### src/rtl/moe_pkg.sv
// Shared types and codes for the minicomputer opcode extractor.
// Used by moe_classify and by the top level core; depends on nothing.
package moe_pkg;

   // Widths of the instruction word and the CPU class register.
   localparam int WordWidth  = 16;
   localparam int ClassWidth = 2;

   // CPU class codes.
   localparam logic [ClassWidth-1:0] CLASS_BASE     = 2'd0;
   localparam logic [ClassWidth-1:0] CLASS_EXTENDED = 2'd1;

   // Top-level group codes, taken from bits 15:11 of the word.
   localparam logic [2:0] GRP_MEMREF = 3'd0;
   localparam logic [2:0] GRP_130    = 3'd1;
   localparam logic [2:0] GRP_140    = 3'd2;
   localparam logic [2:0] GRP_144    = 3'd3;
   localparam logic [2:0] GRP_150    = 3'd4;
   localparam logic [2:0] GRP_154    = 3'd5;
   localparam logic [2:0] GRP_170    = 3'd6;
   localparam logic [2:0] GRP_174    = 3'd7;

   // Match results for one word, handed from the classify stage to the select stage.
   typedef struct packed {
      logic [2:0] grp;         // top-level group
      logic       zero_mode;   // 0140000 group with bits 7:6 clear
      logic       exact_140;   // exact word in the 0140000 group (VERSN included)
      logic       user2;       // USER2 group under mask 0xFFC0
      logic       user2_ext;   // listed extended USER2 word on a non-base class
      logic       user3;       // USER3 group under mask 0xFFC0
      logic       user3_ext;   // USER3 on a non-base class keeps bits 2:0
      logic       plain_ffc0;  // plain group returned under mask 0xFFC0
      logic       range_ffc7;  // 0143300..0143306 under mask 0xFFC7
      logic       exact_150;   // exact word in the 0150000 group
      logic       grp_ff00;    // 0150000 subgroup under mask 0xFF00
      logic       grp_ff80;    // 0150000 subgroup under mask 0xFF80
      logic       grp_ffc0;    // 0150000 subgroup under mask 0xFFC0
   } moe_flags_type;

endpackage

### src/rtl/moe_classify.sv
// Match logic of the opcode extractor: compares one instruction word against
// every match group at once and reports the hits. Depends on moe_pkg.
module moe_classify (
   input  logic [moe_pkg::WordWidth-1:0]  word,
   input  logic [moe_pkg::ClassWidth-1:0] cpu_class,
   output moe_pkg::moe_flags_type         flags
);
   import moe_pkg::*;

   // Exact words of the 0140000 group, VERSN excluded.
   function automatic logic is_exact_140(input logic [WordWidth-1:0] w);
      logic hit;
      case (w)
         16'o140120, 16'o140121, 16'o140122, 16'o140123,
         16'o140124, 16'o140125, 16'o140126, 16'o140127,
         16'o140130, 16'o140131, 16'o140132, 16'o140134,
         16'o140135, 16'o140136, 16'o140137,
         16'o140300, 16'o140301, 16'o140302, 16'o140303, 16'o140304,
         16'o143500, 16'o143604, 16'o143611, 16'o143622, 16'o143643: hit = 1'b1;
         default: hit = 1'b0;
      endcase
      return hit;
   endfunction

   // Extended USER2 words.
   function automatic logic is_user2_ext(input logic [WordWidth-1:0] w);
      logic hit;
      case (w)
         16'o140500, 16'o140501, 16'o140502, 16'o140503,
         16'o140504, 16'o140505, 16'o140506, 16'o140507,
         16'o140510, 16'o140513, 16'o140514, 16'o140515,
         16'o140516, 16'o140517: hit = 1'b1;
         default: hit = 1'b0;
      endcase
      return hit;
   endfunction

   // Plain groups of the 0140000 range returned under mask 0xFFC0.
   function automatic logic is_plain_ffc0(input logic [WordWidth-1:0] m);
      logic hit;
      case (m)
         16'o140200, 16'o140600, 16'o141100, 16'o141200,
         16'o141300, 16'o141500, 16'o141600, 16'o141700,
         16'o142100, 16'o142200, 16'o142300, 16'o142500,
         16'o142600, 16'o142700, 16'o143100, 16'o143200: hit = 1'b1;
         default: hit = 1'b0;
      endcase
      return hit;
   endfunction

   // Exact words of the 0150000 group.
   function automatic logic is_exact_150(input logic [WordWidth-1:0] w);
      logic hit;
      case (w)
         16'o150400, 16'o150401, 16'o150402, 16'o150404,
         16'o150405, 16'o150406, 16'o150407, 16'o150410,
         16'o150412, 16'o150415, 16'o150416, 16'o150417: hit = 1'b1;
         default: hit = 1'b0;
      endcase
      return hit;
   endfunction

   logic                 base;
   logic                 versn;
   logic [WordWidth-1:0] m6;
   logic [WordWidth-1:0] m7;
   logic [WordWidth-1:0] m8;
   logic [WordWidth-1:0] m9;

   assign base  = (cpu_class == CLASS_BASE);
   assign versn = (word == 16'o140133) && (cpu_class == CLASS_EXTENDED);
   assign m6    = word & 16'hFFC0;
   assign m7    = word & 16'hFFC7;
   assign m8    = word & 16'hFF00;
   assign m9    = word & 16'hFF80;

   // Top-level group from the five high bits, then the subgroup matches;
   // the select stage applies the priority.
   always_comb begin
      case (word[15:11])
         5'b10110: flags.grp = GRP_130;
         5'b11000: flags.grp = GRP_140;
         5'b11001: flags.grp = GRP_144;
         5'b11010: flags.grp = GRP_150;
         5'b11011: flags.grp = GRP_154;
         5'b11110: flags.grp = GRP_170;
         5'b11111: flags.grp = GRP_174;
         default:  flags.grp = GRP_MEMREF;
      endcase
      flags.zero_mode  = (word[7:6] == 2'b00);
      flags.exact_140  = is_exact_140(word) || versn;
      flags.user2      = (m6 == 16'o140500);
      flags.user2_ext  = !base && is_user2_ext(word);
      flags.user3      = (m6 == 16'o140700);
      flags.user3_ext  = !base;
      flags.plain_ffc0 = is_plain_ffc0(m6);
      flags.range_ffc7 = (m6 == 16'o143300) && (m7[2:0] != 3'b111);
      flags.exact_150  = is_exact_150(word);
      flags.grp_ff00   = (m8 == 16'o151000) || (m8 == 16'o151400) ||
                         (m8 == 16'o152000) || (m8 == 16'o153000);
      flags.grp_ff80   = (m9 == 16'o152400) || (m9 == 16'o152600) ||
                         (m9 == 16'o153400) || (m9 == 16'o153600);
      flags.grp_ffc0   = (m6 == 16'o150000) || (m6 == 16'o150100) ||
                         (m6 == 16'o150200) || (m6 == 16'o150300);
   end

endmodule

### src/rtl/minicomputer_opcode_extractor_core.sv
// Top level of the minicomputer opcode extractor: input register, match stage
// and select stage with output register. Depends on moe_pkg and moe_classify.
//
// The core turns each 16-bit instruction word into its canonical opcode by
// clearing the operand bits. It accepts one word per cycle while the result side
// does not stall, and presents the opcodes in order: the word is registered,
// matched against all groups in the next stage, and the selected opcode is
// registered at the output. Back-pressure on the result side stalls the three
// stages in place. The user must write the CPU class register over the csr port
// only while no items are in flight; the core itself does not enforce this.
// The register reads 0 after reset.
module minicomputer_opcode_extractor_core (
   input  logic                           clock,
   input  logic                           reset,
   // Configuration write channel.
   input  logic                           csr_valid,
   output logic                           csr_ready,
   input  logic [moe_pkg::ClassWidth-1:0] csr_data,   // cpu_class
   // Instruction input.
   input  logic                           req_tvalid,
   output logic                           req_tready,
   input  logic [moe_pkg::WordWidth-1:0]  req_tdata,  // [15:0] instruction
   // Opcode output.
   output logic                           rsp_tvalid,
   input  logic                           rsp_tready,
   output logic [moe_pkg::WordWidth-1:0]  rsp_tdata   // [15:0] opcode
);
   import moe_pkg::*;

   logic [ClassWidth-1:0] cpu_class_ff;
   logic                  v1_ff, v2_ff, v3_ff;
   logic [WordWidth-1:0]  word1_ff, word2_ff;
   logic [WordWidth-1:0]  opcode_ff, opcode_in;
   moe_flags_type         flags_in, flags2_ff;
   logic                  free2, free3;
   logic [WordWidth-1:0]  m6, m7;

   // Configuration register, always ready.
   assign csr_ready = 1'b1;
   always_ff @(posedge clock) begin
      if (reset) begin
         cpu_class_ff <= CLASS_BASE;
      end else if (csr_valid) begin
         cpu_class_ff <= csr_data;
      end
   end

   // A stage can take an item when it is empty or its item moves on.
   assign free3      = !v3_ff || rsp_tready;
   assign free2      = !v2_ff || free3;
   assign req_tready = !v1_ff || free2;

   // Stage 1: input register.
   always_ff @(posedge clock) begin
      if (reset) begin
         v1_ff <= 1'b0;
      end else if (req_tready) begin
         v1_ff <= req_tvalid;
      end
      if (req_tready) begin
         word1_ff <= req_tdata;
      end
   end

   // Stage 2: match flags.
   moe_classify u_classify (
      .word      (word1_ff),
      .cpu_class (cpu_class_ff),
      .flags     (flags_in)
   );

   always_ff @(posedge clock) begin
      if (reset) begin
         v2_ff <= 1'b0;
      end else if (free2) begin
         v2_ff <= v1_ff;
      end
      if (free2) begin
         word2_ff  <= word1_ff;
         flags2_ff <= flags_in;
      end
   end

   // Stage 3: priority select of the mask.
   assign m6 = word2_ff & 16'hFFC0;
   assign m7 = word2_ff & 16'hFFC7;

   always_comb begin
      case (flags2_ff.grp)
         GRP_130, GRP_170: opcode_in = word2_ff & 16'hFF00;
         GRP_140: begin
            if (flags2_ff.zero_mode) begin
               opcode_in = 16'o140000;
            end else if (flags2_ff.exact_140) begin
               opcode_in = word2_ff;
            end else if (flags2_ff.user2) begin
               opcode_in = flags2_ff.user2_ext ? word2_ff : m6;
            end else if (flags2_ff.user3) begin
               opcode_in = flags2_ff.user3_ext ? m7 : m6;
            end else if (flags2_ff.plain_ffc0) begin
               opcode_in = m6;
            end else if (flags2_ff.range_ffc7) begin
               opcode_in = m7;
            end else begin
               opcode_in = word2_ff;
            end
         end
         GRP_150: begin
            if (flags2_ff.exact_150) begin
               opcode_in = word2_ff;
            end else if (flags2_ff.grp_ff00) begin
               opcode_in = word2_ff & 16'hFF00;
            end else if (flags2_ff.grp_ff80) begin
               opcode_in = word2_ff & 16'hFF80;
            end else if (flags2_ff.grp_ffc0) begin
               opcode_in = m6;
            end else begin
               opcode_in = word2_ff;
            end
         end
         GRP_144: opcode_in = m6;
         GRP_154: opcode_in = word2_ff & 16'hF980;
         GRP_174: opcode_in = word2_ff & 16'hFF80;
         default: opcode_in = word2_ff & 16'hF800;
      endcase
   end

   always_ff @(posedge clock) begin
      if (reset) begin
         v3_ff <= 1'b0;
      end else if (free3) begin
         v3_ff <= v2_ff;
      end
      if (free3) begin
         opcode_ff <= opcode_in;
      end
   end

   assign rsp_tvalid = v3_ff;
   assign rsp_tdata  = opcode_ff;

   // An empty input stage always takes a new item.
   a_empty_takes: assert property (@(posedge clock) disable iff (reset)
      !v1_ff |-> req_tready) else $error("input stage empty but not ready");

   // A full pipeline with a stalled output takes no new item.
   a_full_stalls: assert property (@(posedge clock) disable iff (reset)
      v1_ff && v2_ff && v3_ff && !rsp_tready |-> !req_tready)
      else $error("full pipeline accepted an item");

   // The 0xFFC0 subgroups of the 0140000 range exclude one another.
   a_subgroups: assert property (@(posedge clock) disable iff (reset)
      v2_ff |-> $onehot0({flags2_ff.user2, flags2_ff.user3, flags2_ff.plain_ffc0}))
      else $error("overlapping 0140000 subgroups");

   // Reset brings the class back to the base family.
   a_class_reset: assert property (@(posedge clock)
      reset |=> cpu_class_ff == CLASS_BASE) else $error("class not cleared by reset");

endmodule

### config.mk
export PLATFORM = sky130hd
export DESIGN_NAME = minicomputer_opcode_extractor_core
export DESIGN_NICKNAME = d
export VERILOG_FILES = /design/src/rtl/moe_pkg.sv /design/src/rtl/moe_classify.sv /design/src/rtl/minicomputer_opcode_extractor_core.sv
export SDC_FILE = /design/constraint.sdc
export NUM_CORES = 1
export LEC_CHECK = 0
export BUFFER_PORTS_ARGS = -buffer_cell sky130_fd_sc_hd__buf_2
export CELL_PAD_IN_SITES_DETAIL_PLACEMENT = 0
export CELL_PAD_IN_SITES_GLOBAL_PLACEMENT = 2
export CORE_MARGIN = 2
export CORE_UTILIZATION = 25
export CTS_BUF_LIST = sky130_fd_sc_hd__clkbuf_16
export CTS_CLUSTER_SIZE = 10
export DETAILED_ROUTE_END_ITERATION = 10
export PLACE_DENSITY = 0.63
export SLEW_MARGIN = 20
export SYNTH_ARGS = -nofsm -noshare
export SYNTH_HDL_FRONTEND = slang
export SYNTH_SLANG_ARGS = --single-unit
### constraint.sdc
create_clock -name clock -period 1.9 [get_ports clock]
set_input_delay 0.19 -clock clock [delete_from_list [all_inputs] [get_ports clock]]
set_output_delay 0.19 -clock clock [all_outputs]
set_load 0.03 [all_outputs]
Yosys cells after proc, flatten, opt, wreduce, memory -nomap -nowiden:

Index checks and enable logic that the tools add are counted.

* register bits after elaboration: 68
* bits in latches: 0
* memory bits (writable): 0
* ROM bits: 0
* bits of input ports: 23
* output and inout bits: 19
* logic and storage cells: 164
* memories kept: 0

* add/sub/neg operators: 0
* multipliers: 0
* div/mod/pow operators: 0
* magnitude comparators: 0
* eq/ne operators: 99
* shifts and indexed selects: 0
* multiplexer cells: 18
* bitwise gates (word level): 0
* reduce and logical (&&, ||, !) cells: 27

Operators with widths (count)
* $eq A16 B16 Y1 const B: 52
* $eq A10 B10 Y1 const B: 23
* $pmux W16 S6: 1
* $mux W6: 7
* $eq A9 B9 Y1 const B: 4
* $eq A5 B5 Y1 const B: 7
* $eq A8 B8 Y1 const B: 4
* $reduce_or A25 Y1: 1
* $pmux W3 S7: 1
* $mux W16: 1
* $mux W8: 2
* $reduce_or A16 Y1: 1
* $reduce_or A14 Y1: 1
* $logic_or A1 B1 Y1: 13
* $eq A3 B3 Y1 const B: 4
* $reduce_or A12 Y1: 1
* $mux W7: 1
* $eq A3 B2 Y1 const B: 2
* $logic_not A1 Y1: 4
* $logic_not A2 Y1: 2
* $mux W1: 4
* $eq A3 B1 Y1 const B: 1
* $logic_and A1 B1 Y1: 3
* $mux W3: 1
* 3 further kinds: 3

Logic depth before layout (Yosys ltp):

* depth after elaboration: 7
* gate-level depth with buffers: 5
* mapped depth without buffers: 4

Cells and area by module:

Synthesis repeated with hierarchy kept, for this count alone.

* cell total of the unflattened synthesis: 192
* area, all modules: 2775.2 um^2

By module, submodules not included
* minicomputer_opcode_extractor_core: instances 1, cells an instance 125, area each 2321.0 um^2, seq. area each 1991.9 um^2
* moe_classify: instances 1, cells an instance 67, area each 454.2 um^2, seq. area each 0.0 um^2

Worst setup path after synthesis:

No wires, ideal clock.

* path type: flip-flop to flip-flop
* start point: reg v3_ff, in the netlist rsp_tvalid
* end point: reg word1_ff[0], enable pin
* library setup time: 0.435 ns
* arrival time: 1.344 ns
* data required time: 1.465 ns
* slack: 0.121 ns
* stages on the path, launching flop included: 4
* path buffers: 0
* period minus slack after synthesis: 1.779 ns
* path through: dfxtp_1 > nor2b_1 > and2_1 > nand2_1

* cells in the longest elaborated chain, start to end: 4

RTL lines
* from (decl): RTL line minicomputer_opcode_extractor_core.sv:31 `logic v1_ff, v2_ff, v3_ff;`
* from (signal assigned): RTL line minicomputer_opcode_extractor_core.sv:132 `v3_ff <= v2_ff;`
* $logic_not A1 Y1: RTL line minicomputer_opcode_extractor_core.sv:49 `assign free3 = !v3_ff || rsp_tready;`
* $logic_or A1 B1 Y1: RTL line minicomputer_opcode_extractor_core.sv:49
* $logic_or A1 B1 Y1: RTL line minicomputer_opcode_extractor_core.sv:50 `assign free2 = !v2_ff || free3;`
* $logic_or A1 B1 Y1: RTL line minicomputer_opcode_extractor_core.sv:51 `assign req_tready = !v1_ff || free2;`
* named net req_tready: RTL line minicomputer_opcode_extractor_core.sv:21 `output logic req_tready,`
* to (signal assigned): RTL line minicomputer_opcode_extractor_core.sv:61 `word1_ff <= req_tdata;`
* to (decl): RTL line minicomputer_opcode_extractor_core.sv:32 `logic [WordWidth-1:0] word1_ff, word2_ff;`

The timed path passes the listed nets, and every way through them passes these cells.
A chain may end at the register's enable or synchronous reset.

==> results.yml <==
sta:
  fmax_mhz: 582
  tns_ps: 0
  fin_skew_ps: 8.01
  grt_setup_unrepaired: "no"
  period_share: 0.904
  setup_violations: 0
  worst_pin_slew_ps: 593
  period_minus_slack_ps: 1720
  slew_viol_final: 0
  maxSlewHeadroom: 0.604
  hold_viol: 0
die:
  coreArea_mm2: 0.0109
  dieArea_mm2: 0.0122
  fp.dieH_um: 110
  initial_utilization: 0.259
  io_pins: 42
  die_w_um: 110
  placementRows: 38
yosys:
  syn-instance-count: 205
  avgSynthCellArea_um2: 13.8
  synth_warnings: 0
  synth_edf_count: 63
  ys.flop_type: "edfxtp_1"
  synth.cell_area_mm2: 0.00284
  synthArstFlopShare: 0
  synth-seq-area-share: 0.703
  ys_ff_latch: 68
  syn-num-nets: 228
  synth_cell_type_count: 52
place:
  dp_cells: 381
  hpwl_um: 3620
  portBuffers: 40
  globalplace.congestion: 0.757
setup_path:
  crit_type: "register to register"
  max_stage_delay_ps: 620
  path_delay_family: "flip-flops"
  arrival_ps: 1890
  path_cells: "and4bb_1, nand4_1, a311o_1, a21oi_1"
  endpoint_kind: "register"
  path_max_fanout: 11
  cp-start-kind: "register"
  cp_slowest_cell: "edfxtp_1"
  critPathBufInv: 0
  cp_data_required_time_ps: 2070
min_path:
  hp-class: "primary input to register"
global_route:
  grt_overflow: 0
  grt_pass1_wl_um: 8710
  antenna_found_initial: 0
  track_usage: 0.0913
  grt_pass1_vias: 1653
  grt_max_degree: 32
layout:
  layout.cells.most_common_list: "edfxtp_1, buf_2, nor2_1"
  final_common_cell: "edfxtp_1"
  area_delta_synth_final_pct: 25.6
  layout-drive-gt1-share: 0.257
  final_cells: 397
  fin_nets: 275
  antennaDiodeCount: 0
  final_util: 0.326
  fillCellCount: 1121
pwr:
  p_per_area_mw_per_mm2: 1100
  p_total_w: 0.00391
  p_leak_nw: 1.40
  ir_drop_v: 0.000388
route:
  via_per_inst: 4.23
  vias: 1678
  drtIter0Drc: 77
  antenna_left: 0
  drc: 0
  routed_wirelength_um: 5140
  route.detailed.wl_per_inst_um: 12.9
  drt_first_pass_iters: 4
clock_tree:
  ctsHoldBuffers: 0
  cts.sinks: 68
  h-tree-depth: 3
  cts_tree: "done"
  cts-root-buf: "clkbuf_16"
  clk_latency_ps: 330
  clk_pin_slew_ps: 60
  cts_setup_buffers: 0
  cts.path.max_buffers: 2
  cts_resized: 0
  cts-buffers-inserted: 9
run:
  maxCapViolCount: 0
status:
  outcome: "finished, final reports clean"
==> logic make-up (layout without fill, tap and decap cells) <==
group | count (synthesis) | after routing | synth area share
XOR/XNOR | 3 | 3 | 0.00927
multiplexers | 3 | 3 | 0.0106
other | 1 | 1 | 0.00132
AND/OR/NAND/NOR | 85 | 85 | 0.178
AO/OA/AOI/OAI | 30 | 30 | 0.0711
flip-flops | 68 | 68 | 0.703
buffers and inverters | 15 | 67 | 0.0269
==> flip-flops by register name (all words and copies together) (netlist names) <==
register and cells:
word1_ff 16, v1_ff 1, cpu_class_ff 2, rsp_tdata 16, rsp_tvalid 1, v2_ff 1, word2_ff 16, flags2_ff 15
==> cell usage after synthesis (2+ instances only) <==
| master | number | share of area |
|---|---|---|
| or2_1 | 3 | 0.0066 |
| nand2_1 | 12 | 0.016 |
| dfxtp_1 | 5 | 0.035 |
| nor3_1 | 3 | 0.0053 |
| a21boi_1 | 5 | 0.013 |
| o2111ai_1 | 2 | 0.0062 |
| inv_1 | 7 | 0.0093 |
| o21ai_1 | 3 | 0.0053 |
| a21oi_1 | 6 | 0.011 |
| nand2b_1 | 5 | 0.011 |
| buf_4 | 3 | 0.0079 |
| xor2_1 | 3 | 0.0093 |
| nor2b_1 | 5 | 0.011 |
| o21ai_0 | 3 | 0.0053 |
| mux2i_1 | 3 | 0.011 |
| o22ai_1 | 2 | 0.0044 |
| nor2_1 | 25 | 0.033 |
| and3_1 | 3 | 0.0066 |
| edfxtp_1 | 63 | 0.67 |
| nor4_1 | 5 | 0.011 |
| and2_1 | 6 | 0.013 |
| clkbuf_1 | 2 | 0.0026 |
| nand4bb_1 | 2 | 0.0079 |
==> power by group <==
part / leakage [nW] / switching (W) / internal [W] / total [W]
sequential: 0.745 / 0.0000625 / 0.00172 / 0.00178
clock: 0.163 / 0.000625 / 0.00129 / 0.00191
combinational: 0.497 / 0.000133 / 0.0000851 / 0.000218
total: 1.40 / 0.000820 / 0.00309 / 0.00391
==> worst reg2reg max path: stages, from the launching register on <==
cell      delay [ps]
edfxtp_1         620
and4bb_1         250
nand4_1          120
a311o_1          410
a21oi_1          170
==> layer usage <==
metal | track usage | vias up | wire [um]
met2 | 0.129 | 46 | 2260
li1 | - | 864 | -
met3 | 0.0285 | 13 | 227
met1 | 0.121 | 755 | 2480
met5 | 0 | - | 0
met4 | 0.0567 | 0 | 170
==> path summary, 6_finish.rpt <==
kind / endpoint / startpoint / slack [ps] / cells past startpoint
worst max-delay path: flags2_ff[10] / word1_ff[7] / 180 / 4
worst min-delay path: word1_ff[10] / req_tdata[10] / 40 / 1
worst max register to register: flags2_ff[10] / word1_ff[7] / 180 / 4
worst min register to register: rsp_tvalid / v2_ff / 470 / 2
==> area by class of cell <==
| type | count | area, um^2 | area share |
|---|---|---|---|
| timing repair buffer | 43 | 248 | 0.0696 |
| clock buffer | 9 | 225 | 0.0633 |
| tap | 140 | 175 | 0.0492 |
| inverter | 8 | 30.0 | 0.00844 |
| multi-input combinational | 122 | 767 | 0.215 |
| clock inverter | 7 | 123 | 0.0344 |
| sequential | 68 | 1990 | 0.560 |
==> per-stage QoR <==
stage / area [um^2] / hold slack (ps) / worst slack (ps)
floorplan: 2840 / 262 / 121
global placement: 3210 / 368 / 261
detailed placement: 3210 / 368 / 221
CTS: 3560 / 24.7 / 157
global route: 3560 / 20.3 / 24.0
finish: 3560 / 35.8 / 182
Note: power is estimated with default switching activity, not from simulation.
